## src/rtl/absmax_int8_quantizer_assert.svh

```systemverilog
// Assertion macros for the absmax INT8 quantizer.
// Used by the top level; expects clk and rst_n in scope.
`ifndef ABSMAX_INT8_QUANTIZER_ASSERT_SVH
`define ABSMAX_INT8_QUANTIZER_ASSERT_SVH

// Same-cycle implication, disabled in reset.
`define ABSQ_ASSERT_IMPL(label, ante, cons) \
    label: assert property (@(posedge clk) disable iff (!rst_n) (ante) |-> (cons)) \
        else $error("absq assertion failed");

// Next-cycle implication, disabled in reset.
`define ABSQ_ASSERT_NEXT(label, ante, cons) \
    label: assert property (@(posedge clk) disable iff (!rst_n) (ante) |=> (cons)) \
        else $error("absq assertion failed");

`endif

```

## src/rtl/absq_pkg.sv

```systemverilog
// Shared types and constants for the absmax INT8 quantizer.
// No dependencies.
`default_nettype none
package absq_pkg;

    localparam logic KIND_MEASURE  = 1'b0;
    localparam logic KIND_QUANTIZE = 1'b1;

    localparam logic [16:0] ONE_Q412 = 17'd4096;
    localparam logic [6:0]  QMAX     = 7'd127;

    // One queued work item between front and back.
    typedef struct packed {
        logic        kind;
        logic        neg;
        logic        last;
        logic [16:0] mag;
        logic [16:0] divisor;
    } absq_entry_t;

endpackage
`default_nettype wire

```

## src/rtl/absq_front.sv

```systemverilog
// Front end: accepts items, tracks the running maximum and the divisor,
// and queues scale reports and quantize jobs. Depends on absq_pkg.
`default_nettype none
module absq_front (
    input  wire logic                  clk,
    input  wire logic                  rst_n,
    input  wire logic                  s_axis_tvalid,
    output logic                       s_axis_tready,
    input  wire logic [15:0]           s_axis_tdata,   // [15:0] value
    input  wire logic                  s_axis_tuser,   // [0] kind
    input  wire logic                  s_axis_tlast,
    output logic                       push_valid,
    input  wire logic                  push_ready,
    output absq_pkg::absq_entry_t      push_data
);

    logic [16:0] run_max_reg;
    logic [16:0] run_max_next;
    logic [16:0] div_reg;
    logic [16:0] div_next;
    logic [16:0] mag;
    logic [16:0] new_max;
    logic [16:0] latched;
    logic        accept;

    assign s_axis_tready = push_ready;
    assign accept        = s_axis_tvalid && s_axis_tready;

    always_comb
    begin
        if (s_axis_tdata[15])
            mag = 17'h10000 - {1'b0, s_axis_tdata};
        else
            mag = {1'b0, s_axis_tdata};
        new_max = (mag > run_max_reg) ? mag : run_max_reg;
        latched = (new_max == 17'd0) ? absq_pkg::ONE_Q412 : new_max;
    end

    always_comb
    begin
        run_max_next = run_max_reg;
        div_next     = div_reg;
        if (accept)
        begin
            if (s_axis_tuser == absq_pkg::KIND_MEASURE)
            begin
                run_max_next = new_max;
                if (s_axis_tlast)
                    div_next = latched;
            end
            else if (s_axis_tlast)
            begin
                run_max_next = 17'd0;
            end
        end
    end

    // Non-last measure items produce nothing downstream.
    assign push_valid = s_axis_tvalid &&
                        ((s_axis_tuser == absq_pkg::KIND_QUANTIZE) || s_axis_tlast);

    always_comb
    begin
        push_data.kind    = s_axis_tuser;
        push_data.neg     = s_axis_tdata[15];
        push_data.last    = s_axis_tlast;
        push_data.mag     = mag;
        push_data.divisor = (s_axis_tuser == absq_pkg::KIND_MEASURE) ? latched : div_reg;
    end

    always_ff @(posedge clk or negedge rst_n)
    begin
        if (!rst_n)
        begin
            run_max_reg <= 17'd0;
            div_reg     <= absq_pkg::ONE_Q412;
        end
        else
        begin
            run_max_reg <= run_max_next;
            div_reg     <= div_next;
        end
    end

endmodule
`default_nettype wire

```

## src/rtl/absq_queue.sv

```systemverilog
// Small FIFO of work items between front and back.
// Depends on absq_pkg.
`default_nettype none
module absq_queue #(
    parameter int AW = 2
) (
    input  wire logic                  clk,
    input  wire logic                  rst_n,
    input  wire logic                  push_valid,
    output logic                       push_ready,
    input  wire absq_pkg::absq_entry_t push_data,
    output logic                       pop_valid,
    input  wire logic                  pop_ready,
    output absq_pkg::absq_entry_t      pop_data
);

    localparam int DEPTH = 2 ** AW;

    absq_pkg::absq_entry_t mem [DEPTH];
    logic [AW:0] wr_ptr_reg;
    logic [AW:0] rd_ptr_reg;
    logic        empty;
    logic        full;
    logic        do_push;
    logic        do_pop;

    assign empty      = (wr_ptr_reg == rd_ptr_reg);
    assign full       = (wr_ptr_reg[AW] != rd_ptr_reg[AW]) &&
                        (wr_ptr_reg[AW-1:0] == rd_ptr_reg[AW-1:0]);
    assign push_ready = !full;
    assign pop_valid  = !empty;
    assign pop_data   = mem[rd_ptr_reg[AW-1:0]];
    assign do_push    = push_valid && !full;
    assign do_pop     = pop_ready && !empty;

    always_ff @(posedge clk)
    begin
        if (do_push)
            mem[wr_ptr_reg[AW-1:0]] <= push_data;
    end

    always_ff @(posedge clk or negedge rst_n)
    begin
        if (!rst_n)
        begin
            wr_ptr_reg <= '0;
            rd_ptr_reg <= '0;
        end
        else
        begin
            if (do_push)
                wr_ptr_reg <= wr_ptr_reg + 1'b1;
            if (do_pop)
                rd_ptr_reg <= rd_ptr_reg + 1'b1;
        end
    end

endmodule
`default_nettype wire

```

## src/rtl/absq_back.sv

```systemverilog
// Back end: takes queued items, runs the 8-step restoring division for
// quantize jobs and holds the result register. Depends on absq_pkg.
`default_nettype none
module absq_back (
    input  wire logic                  clk,
    input  wire logic                  rst_n,
    input  wire logic                  pop_valid,
    output logic                       pop_ready,
    input  wire absq_pkg::absq_entry_t pop_data,
    output logic                       m_axis_tvalid,
    input  wire logic                  m_axis_tready,
    output logic [23:0]                m_axis_tdata,   // [7:0] quantized, [23:8] abs_max
    output logic                       m_axis_tuser,   // [0] result_kind
    output logic                       m_axis_tlast    // end_of_tensor
);

    localparam logic [1:0] ST_IDLE = 2'd0;
    localparam logic [1:0] ST_CALC = 2'd1;
    localparam logic [1:0] ST_SEND = 2'd2;

    logic [1:0]  state_reg;
    logic [1:0]  state_next;
    logic [24:0] rem_reg;
    logic [17:0] den_reg;
    logic [7:0]  quo_reg;
    logic [2:0]  step_reg;
    logic        kind_reg;
    logic        neg_reg;
    logic        last_reg;
    logic [15:0] div_reg;

    logic        out_valid_reg;
    logic [23:0] out_data_reg;
    logic        out_user_reg;
    logic        out_last_reg;

    logic        out_free;
    logic        take;
    logic [24:0] trial;
    logic        fits;
    logic [24:0] numer;
    logic [6:0]  code_mag;
    logic [7:0]  code;

    assign pop_ready = (state_reg == ST_IDLE);
    assign take      = pop_valid && pop_ready;
    assign out_free  = !out_valid_reg || m_axis_tready;

    // 254*mag + d, the numerator of (2*mag*127 + d) / (2*d).
    assign numer = ({pop_data.mag, 8'd0} - {7'd0, pop_data.mag, 1'b0}) +
                   {8'd0, pop_data.divisor};

    assign trial = {7'd0, den_reg} << step_reg;
    assign fits  = (rem_reg >= trial);

    // Quotient of 128 or more saturates.
    assign code_mag = quo_reg[7] ? absq_pkg::QMAX : quo_reg[6:0];
    assign code     = neg_reg ? (8'd0 - {1'b0, code_mag}) : {1'b0, code_mag};

    always_comb
    begin
        state_next = state_reg;
        unique case (state_reg)
            ST_IDLE:
            begin
                if (take)
                    state_next = (pop_data.kind == absq_pkg::KIND_QUANTIZE) ? ST_CALC : ST_SEND;
            end
            ST_CALC:
            begin
                if (step_reg == 3'd0)
                    state_next = ST_SEND;
            end
            ST_SEND:
            begin
                if (out_free)
                    state_next = ST_IDLE;
            end
            default:
            begin
                state_next = ST_IDLE;
            end
        endcase
    end

    always_ff @(posedge clk)
    begin
        if (take)
        begin
            rem_reg  <= numer;
            den_reg  <= {pop_data.divisor, 1'b0};
            quo_reg  <= 8'd0;
            step_reg <= 3'd7;
            kind_reg <= pop_data.kind;
            neg_reg  <= pop_data.neg;
            last_reg <= pop_data.last;
            div_reg  <= pop_data.divisor[15:0];
        end
        else if (state_reg == ST_CALC)
        begin
            if (fits)
            begin
                rem_reg           <= rem_reg - trial;
                quo_reg[step_reg] <= 1'b1;
            end
            step_reg <= step_reg - 3'd1;
        end
    end

    always_ff @(posedge clk)
    begin
        if ((state_reg == ST_SEND) && out_free)
        begin
            out_user_reg <= kind_reg;
            out_last_reg <= last_reg;
            if (kind_reg == absq_pkg::KIND_QUANTIZE)
                out_data_reg <= {div_reg, code};
            else
                out_data_reg <= {div_reg, 8'd0};
        end
    end

    always_ff @(posedge clk or negedge rst_n)
    begin
        if (!rst_n)
        begin
            state_reg     <= ST_IDLE;
            out_valid_reg <= 1'b0;
        end
        else
        begin
            state_reg <= state_next;
            if ((state_reg == ST_SEND) && out_free)
                out_valid_reg <= 1'b1;
            else if (m_axis_tready)
                out_valid_reg <= 1'b0;
        end
    end

    assign m_axis_tvalid = out_valid_reg;
    assign m_axis_tdata  = out_data_reg;
    assign m_axis_tuser  = out_user_reg;
    assign m_axis_tlast  = out_last_reg;

endmodule
`default_nettype wire

```

## src/rtl/absmax_int8_quantizer.sv

```systemverilog
// Symmetric absmax INT8 quantizer, top level: front, queue and back.
// Depends on absq_pkg, absq_front, absq_queue, absq_back and the assert header.
//
// A tensor streams in twice. Measure items (tuser 0) update the running
// maximum magnitude; the last one latches it as the divisor (4096 if all
// zero) and yields a scale report. Quantize items (tuser 1) yield
// round(value*127/divisor) clamped to +-127; the last one clears the maximum.
// The front takes one item per cycle while the queue has room. The back takes
// one item at a time: setup, eight restoring-division steps and result load
// per quantize item, setup and result load per scale report.
`default_nettype none
`include "absmax_int8_quantizer_assert.svh"
module absmax_int8_quantizer #(
    parameter int QUEUE_AW = 2
) (
    input  wire logic        clk,
    input  wire logic        rst_n,
    input  wire logic        s_axis_tvalid,
    output logic             s_axis_tready,
    input  wire logic [15:0] s_axis_tdata,   // [15:0] value
    input  wire logic        s_axis_tuser,   // [0] kind
    input  wire logic        s_axis_tlast,   // last
    output logic             m_axis_tvalid,
    input  wire logic        m_axis_tready,
    output logic [23:0]      m_axis_tdata,   // [7:0] quantized, [23:8] abs_max
    output logic             m_axis_tuser,   // [0] result_kind
    output logic             m_axis_tlast    // end_of_tensor
);

    logic                  push_valid;
    logic                  push_ready;
    absq_pkg::absq_entry_t push_data;
    logic                  pop_valid;
    logic                  pop_ready;
    absq_pkg::absq_entry_t pop_data;

    absq_front u_front (
        .clk           (clk),
        .rst_n         (rst_n),
        .s_axis_tvalid (s_axis_tvalid),
        .s_axis_tready (s_axis_tready),
        .s_axis_tdata  (s_axis_tdata),
        .s_axis_tuser  (s_axis_tuser),
        .s_axis_tlast  (s_axis_tlast),
        .push_valid    (push_valid),
        .push_ready    (push_ready),
        .push_data     (push_data)
    );

    absq_queue #(
        .AW (QUEUE_AW)
    ) u_queue (
        .clk        (clk),
        .rst_n      (rst_n),
        .push_valid (push_valid),
        .push_ready (push_ready),
        .push_data  (push_data),
        .pop_valid  (pop_valid),
        .pop_ready  (pop_ready),
        .pop_data   (pop_data)
    );

    absq_back u_back (
        .clk           (clk),
        .rst_n         (rst_n),
        .pop_valid     (pop_valid),
        .pop_ready     (pop_ready),
        .pop_data      (pop_data),
        .m_axis_tvalid (m_axis_tvalid),
        .m_axis_tready (m_axis_tready),
        .m_axis_tdata  (m_axis_tdata),
        .m_axis_tuser  (m_axis_tuser),
        .m_axis_tlast  (m_axis_tlast)
    );

    // Codes stay within +-127; the divisor shown is never zero.
    `ABSQ_ASSERT_IMPL(a_code_range, m_axis_tvalid, m_axis_tdata[7:0] != 8'h80)
    `ABSQ_ASSERT_IMPL(a_absmax_nonzero, m_axis_tvalid, m_axis_tdata[23:8] != 16'd0)
    `ABSQ_ASSERT_IMPL(a_scale_report, m_axis_tvalid && (m_axis_tuser == absq_pkg::KIND_MEASURE), (m_axis_tdata[7:0] == 8'd0) && m_axis_tlast)
    // The back is busy in the cycle after taking a job.
    `ABSQ_ASSERT_NEXT(a_back_busy, pop_valid && pop_ready, !pop_ready)

endmodule
`default_nettype wire
```

## config.mk

```make
export PLATFORM = sky130hd
export DESIGN_NAME = absmax_int8_quantizer
export DESIGN_NICKNAME = d
export VERILOG_FILES = /design/src/rtl/absq_pkg.sv /design/src/rtl/absq_front.sv /design/src/rtl/absq_queue.sv /design/src/rtl/absq_back.sv /design/src/rtl/absmax_int8_quantizer.sv
export VERILOG_INCLUDE_DIRS = /design/src /design/src/rtl
export SDC_FILE = /design/constraint.sdc
export NUM_CORES = 1
export LEC_CHECK = 0
export CORE_UTILIZATION = 58
export DETAILED_ROUTE_END_ITERATION = 8
export DONT_BUFFER_PORTS = 1
export PLACE_DENSITY_LB_ADDON = 0.08
export SLEW_MARGIN = 20
export SYNTH_ARGS = -nofsm -noshare
export SYNTH_HDL_FRONTEND = slang
export SYNTH_HIERARCHICAL = 1
export SYNTH_SLANG_ARGS = --single-unit
```

## constraint.sdc

```tcl
create_clock -name clk -period 5.7 [get_ports clk]
set_input_delay 0.855 -clock clk [delete_from_list [all_inputs] [get_ports clk]]
set_output_delay 0.855 -clock clk [all_outputs]
set_load 0.02 [all_outputs]
```

==> run summary, run 1 <==
The run finished with clean final reports. The worst flop-to-flop path startpoint is u_queue/rd_ptr_reg[0]$_DFFE_PN0P_. The routed wire length came out at about 33,000 um. TritonCTS built the clock tree. At the worst endpoint, the required time is 6020 ps. The quantity of gates resized following cts is 0. The first-iteration detailed-routing DRC count is about 860.

The largest area contributor in the synthesized netlist is edfxtp_1. The worst setup path is of the in2reg kind. The flip-flop count of the largest register after layout came out at roughly 150. The via count of the first global-routing pass came out at approximately 9,400. Counting stages on the worst path, the most repeated cell is o21ai_0. The length of the first detailed-routing pass in iterations came out at 6.

The antenna violation net count after detailed routing is 0. Sorting the synthesized cells by how often they occur yields edfxtp_1, nand2_1, o21ai_0. STA classifies the critical path startpoint as an input pin. The worst max-slew margin expressed relative to the limit is 0.285. In this run the worst path has a maximum fanout of 23. The maximum level of the CTS H-tree is 1. The total number of vias came out at a little under 10,000. The transition time at the pin with the least slew margin is roughly 1100 ps. The starting density of the core is 0.592. The number of hold-slack violations in the final timing report came out at 0. The most used standard cell by instance count after synthesis is edfxtp_1.

The worst-case hold slack is around 150 ps. The simple logic cell fraction of the synthesized area is 0.0924. In the post-synthesis netlist, the biggest area contributors are edfxtp_1, dfrtp_1, ha_1. The largest family of logic cells by synthesized area is compound AO/OA/AOI/OAI gates.

The slowest library cell on the worst path is or4_1. The setup violation total in the final timing report came out at 0. The number of synthesized flops with an enable pin came out at roughly 220. The routed wirelength normalized by instance count came out at around 21 um. The core region is 25,200 um^2.

The worst setup path is captured at a flop. The count of buffers added on input and output ports is 0. Traced cell by cell, the critical path runs through or4_1 > or3_1 > o41ai_2 > xnor2_1 > ha_1 > nand2_1 > nor4_1 > nand3_1 > and2_1 > a22oi_2 > buf_4 > o21ai_0 > o21ai_0.

The sequential cell area fraction in the yosys report is 0.528. The final global-route overflow total is 0. The DRC violations left is 0. The gate count after technology mapping is between 1,000 and 1,500.

The worst register-to-register path ends at u_back/rem_reg[17]$_DFFE_PP_. The count of final max-slew check failures is 0. The global routing usage summed across all routing layers came out at 0.257.

Routability-driven placement finished with a final weighted congestion of roughly 0.91. The mapped cell area came out at around 15,000 um^2. The number of antenna violations at the first check in global routing came out at 0.

The share of the synthesized area in compound gates (AO/OA/AOI/OAI) is 0.134. The mux cell area share after synthesis is 0.0865. The final critical delay including setup and external delays came out at about 4700 ps. The clock root buffer is clkbuf_16.

The critical path's largest stage delay is 570 ps. Across all register-to-register paths, the minimum setup slack is 1220 ps. The die covers 26,400 um^2. The warning count from the yosys run came out at 6. The floorplan die height came out at between 150 and 200 um. The clock-pin slew on the worst setup and hold paths is 60 ps. The net total in the final layout came out at 1,344. The number of flip-flops and latches in the synthesized netlist came out at 273. Entering global routing, the biggest net connects between 40 and 50 pins. The total I/O pin count is 50. The share of synthesized area in the top cell type comes to 0.441. Of the total synthesized cell area, the portion taken by XOR and XNOR cells is 0.0389. The clock latency at the later pin of the worst-skew pair is ~550 ps. The destination of the critical timing path is u_queue/mem[0][3]$_DFFE_PP_. Summed over all failing endpoints, the final setup total negative slack is 0 ps.

The highest clock frequency the design can meet is about 210 MHz. The antenna diode instance count is 0. The async set-reset flop share out of synthesis came out at 0.158.

Counting along the longest clock path gives a buffer depth of 3. The HPWL after detailed placement is about 23,000 um. The worst setup margin came out at just under 1000 ps.

The number of buffers inserted during clock tree synthesis is 29. The worst setup slack after placement came out at 428 ps. Relative to the synthesized area, the layout overhead comes to 9.44%. The first global-routing pass estimated 51,800 um of wire. The number of placement rows is 58. The length in cells of the worst reg-to-reg path came out at 12.

At the worst endpoint, the arrival time is just over 5000 ps. The share of the clock period used by the worst path came out at 0.829. The tightest min-delay check is of the in2async type. The worst setup skew after layout is roughly 19 ps. The die width came out at approximately 160 um. The most used flip-flop cell after synthesis is edfxtp_1.

The synthesized area divided by synthesized cell count is 12.1 um^2. The max-capacitance violation count came out at 0. The fraction of final layout cells sized beyond drive strength 1 came out at 0.124. In the routed layout, each cell is associated on average with a via count of ~6.1. The most critical setup path has its startpoint at s_axis_tdata[9].

The number of distinct library cells after synthesis came out at between 80 and 90. Setup repair after global routing left no endpoint under its margin. The fraction of the mapped netlist area in adder cells is 0.0814. The number of clock sinks came out at ~270.

The number of fill cells in the layout came out at approximately 1,900.
==> how the worst min path moves through the flow <==
stage | from | slack (ps) | to | cells after the start
floorplan | u_back/last_reg$_DFFE_PP_ | 400 | u_back/m_axis_tlast$_DFFE_PP_ | 0
global placement | u_back/last_reg$_DFFE_PP_ | 400 | u_back/m_axis_tlast$_DFFE_PP_ | 0
detailed placement | u_back/last_reg$_DFFE_PP_ | 410 | u_back/m_axis_tlast$_DFFE_PP_ | 0
CTS | rst_n | 130 | u_front/div_reg[12]$_DFFE_PN1P_ | 0
global route | rst_n | 130 | u_front/div_reg[12]$_DFFE_PN1P_ | 0
finish | rst_n | 150 | u_front/run_max_reg[7]$_DFFE_PN0P_ | 1
==> critical path: cells and delay by family <==
| family | cells | cell delay [ps] |
|---|---|---|
| compound gates | 4 | 1350 |
| xor+xnor | 1 | 230 |
| fa+ha+maj | 1 | 350 |
| buf+inv | 1 | 360 |
| simple gates | 6 | 1900 |
==> placed cells by master (no fill, tap or decap), drive strengths merged, types with 7 or more instances in the layout <==
| cell type | instances |
|---|---|
| o21ai | 101 |
| o31ai | 20 |
| or3 | 11 |
| dfxtp | 11 |
| o21bai | 7 |
| clkbuf | 40 |
| nand4 | 10 |
| xnor2 | 37 |
| nand2 | 126 |
| nor2 | 50 |
| and2 | 8 |
| nand2b | 10 |
| a31oi | 9 |
| a211oi | 18 |
| and3 | 11 |
| mux4 | 45 |
| nand3 | 15 |
| o21a | 7 |
| edfxtp | 219 |
| a21o | 28 |
| buf | 23 |
| o41ai | 7 |
| dfrtp | 42 |
| a21oi | 69 |
| nor4 | 7 |
| mux2i | 22 |
| o211ai | 9 |
| fa | 10 |
| ha | 81 |
| nor2b | 13 |
| xor2 | 25 |
| inv | 82 |
==> per-stage QoR <==
| stage | instances | util | area, um^2 |
|---|---|---|---|
| final | 1584 | 0.648 | 16300 |
| after global routing | 1584 | 0.648 | 16300 |
| after CTS | 1584 | 0.648 | 16300 |
| after detailed placement | 1529 | 0.606 | 15300 |
| after global placement | 1529 | 0.606 | 15300 |
| after floorplan | 1231 | - | 14900 |
==> routing by layer <==
metal | global-route usage | part of all wire
met4 | 0.0879 | 0.033
met1 | 0.344 | 0.43
met3 | 0.0344 | 0.049
met5 | 0 | 0
met2 | 0.432 | 0.49
==> logic make-up after synthesis <==
kind of cell             Yosys count
AO/OA/AOI/OAI                    309
XOR/XNOR                          62
adder cells (fa/ha/maj)           91
buffers and inverters            134
flip-flops                       273
multiplexers                      72
other                              1
AND/OR/NAND/NOR                  288
==> repair_timing <==
item	CTS	global route
hold buffers	1	0
endpoints found under the hold margin	42	0
buffers inserted	0	0
==> final cells by class <==
type | instances | area (um^2) | area share
timing repair buffer | 23 | 205 | 0.0126
tap | 330 | 413 | 0.0253
sequential | 273 | 7880 | 0.483
inverter | 80 | 300 | 0.0184
clock inverter | 14 | 215 | 0.0132
multi-input combinational | 824 | 6490 | 0.398
clock buffer | 40 | 818 | 0.0501
Power of run 1 is not shown: default switching activity piles up to over one toggle a cycle in this logic, so the estimate is an artifact.
==> run 2: changes to the inputs <==
--- a/config.mk
+++ b/config.mk
@@ -6,7 +6,7 @@
 export SDC_FILE = /design/constraint.sdc
 export NUM_CORES = 1
 export LEC_CHECK = 0
-export CORE_UTILIZATION = 58
+export CORE_UTILIZATION = 64
 export DETAILED_ROUTE_END_ITERATION = 8
 export DONT_BUFFER_PORTS = 1
 export PLACE_DENSITY_LB_ADDON = 0.08
==> constraint.sdc (replaced) <==
create_clock -name clk -period 4.77 [get_ports clk]
set_input_delay 0.7155 -clock clk [delete_from_list [all_inputs] [get_ports clk]]
set_output_delay 0.7155 -clock clk [all_outputs]
set_load 0.02 [all_outputs]
==> run summary, run 2 (same netlist as run 1, synthesis figures left out) <==
The number of buffers inserted during clock tree synthesis is 28. The antenna diode instance count came out at 0. The placed wire-length estimate came out at between 20,000 and 25,000 um.

The core region is 22,700 um^2. The highest clock frequency the design can meet came out at between 200 and 250 MHz. The worst-case clock buffer depth came out at 3. The placed instances occupy a cell area of ~15,000 um^2.

The cell sitting at the root of the clock tree is a clkbuf_16. The number of clock sinks came out at approximately 270. The origin of the worst setup path is u_queue/rd_ptr_reg[0]$_DFFE_PN0P_. The flip-flop count of the largest register after layout is between 100 and 150. The setup violation total in the final timing report is 0.

The worst endpoint data arrival time came out at 4650 ps. The fraction of final layout cells sized beyond drive strength 1 is 0.127. The share of the clock period used by the worst path came out at 0.914. The max-capacitance violation count is 0. For the pin with the worst max-slew slack, the measured transition is about 1100 ps. The clock latency at the later pin of the worst-skew pair is 550 ps. The routed wire length came out at 33,700 um. The sort of element at the end of the critical path is a flop. The worst max-slew margin expressed relative to the limit came out at 0.276.

The worst setup skew after layout came out at approximately 14 ps. The run finished with clean final reports. Setup repair after global routing left no endpoint under its margin.

The startpoint identified for the worst register-to-register timing path is u_queue/rd_ptr_reg[0]$_DFFE_PN0P_. The count of final max-slew check failures is 0. The number of antenna violations at the first check in global routing is 0. In the layout the commonest cells are edfxtp_1, nand2_1, o21ai_0, ha_1, inv_1.

The die width is around 150 um. The number of hold-slack violations in the final timing report is 0. The final design instance area without fill came out at between 15,000 and 20,000 um^2. The die covers roughly 24,000 um^2.

The quantity of gates resized following cts came out at 0. For this block, the initial DRC count from the detailed router was roughly 860. The first-pass GRT wire length is ~53,000 um. In this run the worst hold path is classified as in2async. The most common library cell in the layout ignoring fill and taps is edfxtp_1. The last weighted congestion value of the routability-driven placer is about 0.95. The category of the most critical setup path is reg2reg. The number of buffers added to fix hold violations after cts is 1. The clock period could shrink to 4360 ps.

The startpoint kind of the worst setup timing path is a flop. The floorplan has 55 rows. The critical path's largest stage delay came out at between 600 and 700 ps. The count of nets left with antenna violations once routing finished came out at 0.

After the flow finishes, the layout carries non-filler instances totaling between 1,500 and 2,000. The slowest library cell on the worst path is mux4_2. The via count of the first global-routing pass came out at 9,732. The worst-case hold slack came out at roughly 2.3 ps. The starting density of the core came out at 0.657. The highest net fanout along the worst path came out at 30.

The clock-pin slew on the worst setup and hold paths is ~70 ps. The placed cell count came out at approximately 1,500. Post-CTS timing repair inserted 0 buffers for setup. The maximum level of the CTS H-tree came out at 1. The net total in the final layout came out at between 1,000 and 1,500.

The post-detailed-route via-to-cell ratio came out at about 6.4. The CTS tree is built. Before antenna repair, the detailed router went through 5 iterations. The data required time at the worst endpoint is around 5100 ps. The final total negative setup slack came out at 0 ps. Walking the worst path, the cells encountered are buf_12 > mux4_2 > fa_1 > inv_1 > ha_1 > a21o_1 > a2111oi_0 > o221ai_1 > a31oi_2 > o31ai_1 > a21oi_1 > xnor2_1 > mux2_2. The die is ~150 um tall. In the global route stage, overall resource usage came out at 0.288. After global routing the overflow that remains totals 0. Dividing the detail-routed wire length by the instance count gives about 22 um. Entering global routing, the biggest net connects 43 pins.

The total number of vias came out at 9,917. The total of buffers placed on input and output ports is 0. The area growth from synthesis to layout is 9.05%. During I/O placement, the number of pins put on the boundary was 50. The DRC violations left is 0.
-- run 2: cell types whose count changed in the layout (fill, tap and decap cells not counted), moves of 2 or more --
cell,previous run,this run
bufinv_16,5,1
buf_12,1,4
clkbuf_8,3,6
clkinv_4,0,3
buf_4,21,23
clkbuf_1,7,5
inv_6,2,0
-- run 2: worst paths after layout --
check                                                     to  slack [ps]  cells after the start
min in group clk                u_queue/mem[0][36]$_DFFE_PP_         270                      0
max reg2reg                     u_back/rem_reg[23]$_DFFE_PP_         410                     13
max                             u_back/rem_reg[23]$_DFFE_PP_         410                     13
min reg2reg                    u_back/m_axis_tlast$_DFFE_PP_         420                      0
max in group asynchronous    u_front/div_reg[10]$_DFFE_PN0P_        4510                      1
min                        u_queue/wr_ptr_reg[1]$_DFFE_PN0P_           2                      1
-- run 2: metrics by stage --
stage	worst slack [ps]	util
3_5_place_dp	-49.0	0.673
2_1_floorplan	49.0	-
4_1_cts	390	0.716
6_report	409	0.716
5_1_grt	107	0.716
3_3_place_gp	198	0.673
-- run 2: layer usage --
metal / vias to the layer above / global-route usage / share of wire
li1: 4626 / - / -
met1: 4856 / 0.377 / 0.41
met2: 372 / 0.499 / 0.50
met3: 63 / 0.0361 / 0.061
met4: 0 / 0.0981 / 0.030
met5: - / 0 / 0
-- run 2: layout make-up --
class / count / area, um^2
fillers: 1575 / 6450
inverters: 80 / 300
clock buffers: 40 / 827
clock inverters: 12 / 114
multi-input cells: 824 / 6500
repair buffers: 28 / 280
flip-flops and latches: 273 / 7880
well taps: 285 / 357
-- run 2: critical path, delay by kind of cell (launching register included) --
kind / cells / cell delay, ps
multiplexers: 2 / 910
buffers and inverters: 2 / 310
flip-flops: 1 / 380
AO/OA/AOI/OAI: 6 / 1480
XOR/XNOR: 1 / 80
adder cells (fa/ha/maj): 2 / 900
Power of run 2 is left out for the same reason.
